`config.mk`:
```
export PLATFORM = sky130hd
export DESIGN_NAME = alpha_over_compositor
export DESIGN_NICKNAME = d
export VERILOG_FILES = /design/src/hdl/aoc_pkg.sv /design/src/hdl/alpha_over_compositor.sv
export VERILOG_INCLUDE_DIRS = /design/src /design/src/hdl
export SDC_FILE = /design/constraint.sdc
export NUM_CORES = 2
export LEC_CHECK = 0
export BUFFER_PORTS_ARGS = -buffer_cell sky130_fd_sc_hd__buf_2
export CAP_MARGIN = 10
export CELL_PAD_IN_SITES_DETAIL_PLACEMENT = 1
export CELL_PAD_IN_SITES_GLOBAL_PLACEMENT = 1
export CORE_UTILIZATION = 30
export DETAILED_ROUTE_END_ITERATION = 12
export GPL_TIMING_DRIVEN = 0
export PLACE_DENSITY = 0.64
export SLEW_MARGIN = 10
export SYNTH_ARGS = -nofsm -noshare
export SYNTH_HDL_FRONTEND = slang
export SYNTH_SLANG_ARGS = --single-unit
```
`constraint.sdc`:
```
create_clock -name clock -period 5.5 [get_ports clock]
set_input_delay 0.825 -clock clock [delete_from_list [all_inputs] [get_ports clock]]
set_output_delay 0.825 -clock clock [all_outputs]
set_load 0.1 [all_outputs]
```
`src/hdl/alpha_over_compositor_assert.svh`:
```
// assertion macros for the alpha over compositor
`ifndef ALPHA_OVER_COMPOSITOR_ASSERT_SVH
`define ALPHA_OVER_COMPOSITOR_ASSERT_SVH

// condition in this cycle implies a check in the same cycle
`define AOC_ASSERT_IMPLY(label, clk, rst, cond, expr) \
   label: assert property (@(posedge clk) disable iff (rst) (cond) |-> (expr)) \
      else $error("alpha over compositor check failed");

// condition in this cycle implies a check in the next cycle
`define AOC_ASSERT_NEXT(label, clk, rst, cond, expr) \
   label: assert property (@(posedge clk) disable iff (rst) (cond) |=> (expr)) \
      else $error("alpha over compositor check failed");

`endif

```
`src/hdl/aoc_pkg.sv`:
```
// types and constants of the alpha over compositor
package aoc_pkg;

   // field and datapath widths
   localparam int CH_W   = 8;
   localparam int NUM_CH = 3;
   localparam int WGT_W  = 16;
   localparam int NUM_W  = 24;
   localparam int QUO_W  = 8;

   // fully opaque alpha
   localparam logic [CH_W-1:0] FULL_ALPHA = 8'd255;

   // cycles from accepted request to result strobe
   localparam int LATENCY = QUO_W + 4;

   // colour triple, index 0 red, 1 green, 2 blue
   typedef logic [NUM_CH-1:0][CH_W-1:0] colour_type;

   // payload of one divider stage
   typedef struct packed {
      logic                            transparent;
      logic [WGT_W-1:0]                den;
      logic [NUM_CH-1:0][NUM_W-1:0]    rem;
      logic [NUM_CH-1:0][QUO_W-1:0]    quo;
   } div_data_type;

endpackage

```
`src/hdl/alpha_over_compositor.sv`:
```
// alpha over compositor: rgba8 foreground over rgba8 background, pipelined
//
// One pixel pair may be started in every clock cycle; busy is always low and
// the result strobe rsp_valid follows the accepted start through the stages
// named next. Three stages form the alpha weights, the weighted products and
// the numerator sums, eight stages of a restoring divider give one quotient
// bit each, and a last register drives the result ports. The receiver cannot
// hold results off, so nothing in the pipeline ever stalls. When both alphas
// are zero the colours come out as zero and rsp_fully_transparent is set.
`include "alpha_over_compositor_assert.svh"

module alpha_over_compositor
   import aoc_pkg::*;
(
   input  logic            clock,
   input  logic            reset,
   input  logic            start,
   output logic            busy,
   input  logic [CH_W-1:0] req_fg_red,
   input  logic [CH_W-1:0] req_fg_green,
   input  logic [CH_W-1:0] req_fg_blue,
   input  logic [CH_W-1:0] req_fg_alpha,
   input  logic [CH_W-1:0] req_bg_red,
   input  logic [CH_W-1:0] req_bg_green,
   input  logic [CH_W-1:0] req_bg_blue,
   input  logic [CH_W-1:0] req_bg_alpha,
   output logic            rsp_valid,
   output logic [CH_W-1:0] rsp_out_red,
   output logic [CH_W-1:0] rsp_out_green,
   output logic [CH_W-1:0] rsp_out_blue,
   output logic            rsp_fully_transparent
);

   logic req_xfer;

   // stage 1: alpha weights
   logic             s1_vld_ff, s1_vld_in;
   colour_type       s1_cf_ff, s1_cf_in;
   colour_type       s1_cb_ff, s1_cb_in;
   logic [WGT_W-1:0] s1_wf_ff, s1_wf_in;
   logic [WGT_W-1:0] s1_wb_ff, s1_wb_in;
   logic             s1_tr_ff, s1_tr_in;

   // stage 2: weighted products and divisor
   logic                         s2_vld_ff, s2_vld_in;
   logic [NUM_CH-1:0][NUM_W-1:0] s2_pf_ff, s2_pf_in;
   logic [NUM_CH-1:0][NUM_W-1:0] s2_pb_ff, s2_pb_in;
   logic [WGT_W-1:0]             s2_den_ff, s2_den_in;
   logic                         s2_tr_ff, s2_tr_in;

   // divider pipeline, entry 0 holds the numerator sums
   logic [QUO_W:0] div_vld_ff, div_vld_in;
   div_data_type   div_ff [0:QUO_W];
   div_data_type   div_in [0:QUO_W];

   // result register
   logic       out_vld_ff, out_vld_in;
   colour_type out_col_ff, out_col_in;
   logic       out_tr_ff, out_tr_in;

   // no back-pressure anywhere, a start is always taken
   assign busy     = 1'b0;
   assign req_xfer = start & ~busy;

   // weights: af*255 and ab*(255-af)
   always_comb begin
      s1_vld_in = req_xfer;
      s1_cf_in  = {req_fg_blue, req_fg_green, req_fg_red};
      s1_cb_in  = {req_bg_blue, req_bg_green, req_bg_red};
      s1_wf_in  = {req_fg_alpha, {CH_W{1'b0}}} - WGT_W'(req_fg_alpha);
      s1_wb_in  = WGT_W'(req_bg_alpha) * WGT_W'(FULL_ALPHA - req_fg_alpha);
      s1_tr_in  = (req_fg_alpha == '0) && (req_bg_alpha == '0);
   end

   // products of colour and weight, divisor sum
   always_comb begin
      s2_vld_in = s1_vld_ff;
      s2_den_in = s1_wf_ff + s1_wb_ff;
      s2_tr_in  = s1_tr_ff;
      for (int c = 0; c < NUM_CH; c++) begin
         s2_pf_in[c] = NUM_W'(s1_cf_ff[c]) * NUM_W'(s1_wf_ff);
         s2_pb_in[c] = NUM_W'(s1_cb_ff[c]) * NUM_W'(s1_wb_ff);
      end
   end

   // numerator sums feed the divider
   always_comb begin
      div_in[0].transparent = s2_tr_ff;
      div_in[0].den         = s2_den_ff;
      div_in[0].quo         = '0;
      for (int c = 0; c < NUM_CH; c++) begin
         div_in[0].rem[c] = s2_pf_ff[c] + s2_pb_ff[c];
      end
   end

   assign div_vld_in = {div_vld_ff[QUO_W-1:0], s2_vld_ff};

   // restoring divider, one quotient bit per stage, msb first
   for (genvar i = 0; i < QUO_W; i++) begin : g_div
      localparam int SH = QUO_W - 1 - i;
      logic [NUM_W-1:0] den_sh;

      assign den_sh = NUM_W'(div_ff[i].den) << SH;

      always_comb begin
         div_in[i+1] = div_ff[i];
         for (int c = 0; c < NUM_CH; c++) begin
            if (div_ff[i].rem[c] >= den_sh) begin
               div_in[i+1].rem[c]     = div_ff[i].rem[c] - den_sh;
               div_in[i+1].quo[c][SH] = 1'b1;
            end
         end
      end
   end

   // result: zero colours when both alphas are zero
   always_comb begin
      out_vld_in = div_vld_ff[QUO_W];
      out_tr_in  = div_ff[QUO_W].transparent;
      for (int c = 0; c < NUM_CH; c++) begin
         out_col_in[c] = div_ff[QUO_W].transparent ? '0 : div_ff[QUO_W].quo[c];
      end
   end

   // valid bits
   always_ff @(posedge clock) begin
      if (reset) begin
         s1_vld_ff  <= 1'b0;
         s2_vld_ff  <= 1'b0;
         div_vld_ff <= '0;
         out_vld_ff <= 1'b0;
      end else begin
         s1_vld_ff  <= s1_vld_in;
         s2_vld_ff  <= s2_vld_in;
         div_vld_ff <= div_vld_in;
         out_vld_ff <= out_vld_in;
      end
   end

   // payload registers
   always_ff @(posedge clock) begin
      s1_cf_ff   <= s1_cf_in;
      s1_cb_ff   <= s1_cb_in;
      s1_wf_ff   <= s1_wf_in;
      s1_wb_ff   <= s1_wb_in;
      s1_tr_ff   <= s1_tr_in;
      s2_pf_ff   <= s2_pf_in;
      s2_pb_ff   <= s2_pb_in;
      s2_den_ff  <= s2_den_in;
      s2_tr_ff   <= s2_tr_in;
      div_ff     <= div_in;
      out_col_ff <= out_col_in;
      out_tr_ff  <= out_tr_in;
   end

   // result ports
   assign rsp_valid             = out_vld_ff;
   assign rsp_out_red           = out_col_ff[0];
   assign rsp_out_green         = out_col_ff[1];
   assign rsp_out_blue          = out_col_ff[2];
   assign rsp_fully_transparent = out_tr_ff;

   // checks
   `AOC_ASSERT_IMPLY(a_rsp_from_start, clock, reset, rsp_valid, $past(start, LATENCY))
   `AOC_ASSERT_IMPLY(a_transparent_flag, clock, reset, rsp_valid, rsp_fully_transparent == $past((req_fg_alpha == '0) && (req_bg_alpha == '0), LATENCY))
   `AOC_ASSERT_IMPLY(a_transparent_zero, clock, reset, rsp_valid && rsp_fully_transparent, (rsp_out_red == '0) && (rsp_out_green == '0) && (rsp_out_blue == '0))
   `AOC_ASSERT_IMPLY(a_div_remainder, clock, reset, div_vld_ff[QUO_W] && !div_ff[QUO_W].transparent, (div_ff[QUO_W].rem[0] < NUM_W'(div_ff[QUO_W].den)) && (div_ff[QUO_W].rem[1] < NUM_W'(div_ff[QUO_W].den)) && (div_ff[QUO_W].rem[2] < NUM_W'(div_ff[QUO_W].den)))

endmodule
```
==> flow_summary.yaml <==
worst_hold_path:
  hold_end: "s1_cf_ff[9]"
  worstHoldStart: "req_fg_green[1]"
  hold_path.class: "primary input to flop"
  holdPathStages: 1
synthesis:
  avgSynthCellArea_um2: 9.22
  syn_nets: 9622
  async_reset_ff_frac: 0
  yosys_warnings: 0
  ys_seq_elements: 1100
  synth_top_area_share: 0.291
  synth_area_leader_cell: "dfxtp_1"
  synthCells: 8218
  synthFlopType: "dfxtp_1"
  synth_edf_count: 0
  ys_types: 97
  yosysSeqAreaShare: 0.291
  synth_area_um2: 75800
  synth.area.top_cells: "dfxtp_1, fa_1, ha_1, and2_1, inv_1"
layout:
  drive_above_1_share: 0.0779
  layout_common_cells: "dfxtp_1, inv_1, ha_1"
  seqCellArea_um2: 22100
  fill_cells: 29184
  area_delta_synth_final_pct: 13.2
  final_common_cell: "dfxtp_1"
  multi_input_area_um2: 49500
  layout.nets: 9857
placed_design:
  dp_hpwl_mm: 200
  numPortBuffers: 91
  gp_congestion: 0.937
routing:
  wl_mm: 241
  ant_nets: 0
  drt_first_pass_iters: 9
  drtIter0Drc: 2617
  vias: 57883
  wl_per_cell_um: 20.2
  drc: 2
  viasPerCell: 4.85
floorplan:
  pin_count: 94
  fp.dieH_um: 505
  die_area_um2: 255000
  fp.coreArea_um2: 251000
  start_util: 0.302
  die_w_um: 505
  placementRows: 184
global_route:
  track_usage: 0.189
  busiest_layer: "met2"
  grt_pass1_vias: 63045
  grt.met1_usage: 0.226
  gr-usage-met3: 0.0215
  antenna_found_initial: 16
  grt_util_met2: 0.334
  grt_first_pass_wirelength_mm: 373
  grt_remaining_overflow: 0
  grt_max_degree: 17
worst_setup_path:
  reg2reg_slack_ps: 160
  path_class: "flop to flop"
  cp-end-kind: "flop"
  required_ps: 6120
  path_max_fanout: 10
  cp-startpoint: "s1_wf_ff[5]"
  reg2regPathDepth: 16
  r2r_start: "s1_wf_ff[5]"
  worst_setup_path_start_kind: "flop"
  critPathArrivalTime_ps: 5960
  r2r_end: "s2_pf_ff[65]"
sta:
  hold_slack_ps: 125
  fmax_mhz: 187
  rsz0062_at_grt: "yes"
  slew_viol_final: 0
  timing_worst_slew_pin_value_ps: 1080
  min_period_ps: 5340
  finalSetupViolCount: 0
  finClkSkew_ps: 41.5
  period_share: 0.970
  hold_viol_final: 0
  slew_headroom: 0.274
cts:
  htreeDepth: 4
  cts.root.buffer_cell: "clkbuf_16"
  cts_hold_buf: 0
  clock_latency_ps: 810
  cts_buffer_depth: 3
  cts_tree: "done"
  clkSinkCount: 1100
  cts_buffers: 137
  clk_pin_slew_ps: 60
outcome:
  outcome: "complete, but fails checks"
  failed_checks: "DRC"
job:
  cap_viol_max_count: 0
## state kept, by name (all words and copies together) (netlist names), 8 cells and up
name	count
div_ff	820
div_vld_ff	9
rsp_out_blue	8
rsp_out_green	8
rsp_out_red	8
s1_cb_ff	24
s1_cf_ff	24
s1_wb_ff	16
s1_wf_ff	16
s2_den_ff	16
s2_pb_ff	72
s2_pf_ff	72
## Yosys cell counts (19+ instances only)
library cell / n
nand2b_1: 97
buf_2: 19
mux2i_1: 25
xnor2_1: 314
a31oi_1: 40
or3_1: 50
nor3_1: 126
nand3_1: 101
clkbuf_1: 177
o31a_1: 29
a21o_1: 197
nor2b_1: 165
fa_1: 566
and2_1: 671
a211oi_1: 49
mux2_2: 61
o21ai_0: 349
inv_1: 949
or2_2: 30
nor4_1: 55
dfxtp_1: 1100
nand2_1: 505
a2111oi_0: 19
o21bai_1: 49
xor2_1: 205
ha_1: 771
and3_1: 38
o31ai_1: 45
o211ai_1: 46
nand4_1: 53
o21a_1: 77
a21oi_1: 527
nor2_1: 425
## logic make-up (layout without fill, tap and decap cells)
kind of cell	after synthesis	count (layout)	share of synthesized area
adders and majority gates	1337	1337	0.277
DFF	1100	1100	0.291
other	1	11	0.0000495
buffers and inverters	1165	1512	0.0584
xor gates and xnor gates	519	519	0.0600
and+or+nand+nor	2392	2392	0.165
muxes	86	86	0.0124
AOI/OAI and AO/OA	1618	1618	0.137
## how the worst max path moves through the flow
stage | end | cells past startpoint
after floorplan | s2_pf_ff[68] | 18
after global placement | s2_pf_ff[70] | 17
after detailed placement | s2_pf_ff[70] | 17
after CTS | s2_pb_ff[21] | 17
after global routing | s2_pb_ff[71] | 18
final | s2_pf_ff[65] | 16
## worst max-delay path, cell delays in order (launching register included)
cell and delay, ps:
dfxtp_2 470, clkbuf_2 330, and2_1 190, fa_1 440, fa_1 530, fa_1 490, inv_1 50, fa_1 480
inv_1 40, ha_1 290, or2_2 320, a21oi_1 230, a21oi_1 120, a311oi_2 450, o21ai_0 170, a21oi_1 200
xnor2_1 320
## area by class of cell
class	count	share of cell area
Antenna cell	10	0.000292
Buffer	208	0.0124
Clock buffer	174	0.0440
Clock inverter	77	0.0120
Inverter	957	0.0419
Multi-Input combinational cell	5953	0.577
Sequential cell	1100	0.258
Tap cell	3348	0.0488
Timing Repair Buffer	96	0.00574
## what timing repair did
item / in CTS / in global routing
resized for setup: 138 / 160
endpoints found under the setup margin: 51 / 30
pin swaps: 0 / 7
setup buffers: 0 / 5
## through the flow
stage | setup TNS, ps | setup slack, ps | std cells | cell area, um^2 | util
6_report | 0 | 165 | 11923 | 85800 | 0.342
5_1_grt | -85.2 | -31.0 | 11918 | 85800 | 0.342
4_1_cts | 0 | 1.18 | 11908 | 85500 | 0.340
3_5_place_dp | -19510 | -1210 | 11657 | 80400 | 0.320
3_3_place_gp | -16160 | -1140 | 11657 | 80400 | 0.320
2_1_floorplan | 0 | 596 | 8218 | 75800 | -
## metal layers
metal	part of all wire	vias up
li1	-	28032
met1	0.43	28500
met3	0.029	399
met2	0.49	950
met4	0.053	2
met5	0.000050	-
Power is left out: the tool's default activity adds up to more than one toggle a clock period on the data nets, which glitch-free logic cannot reach.
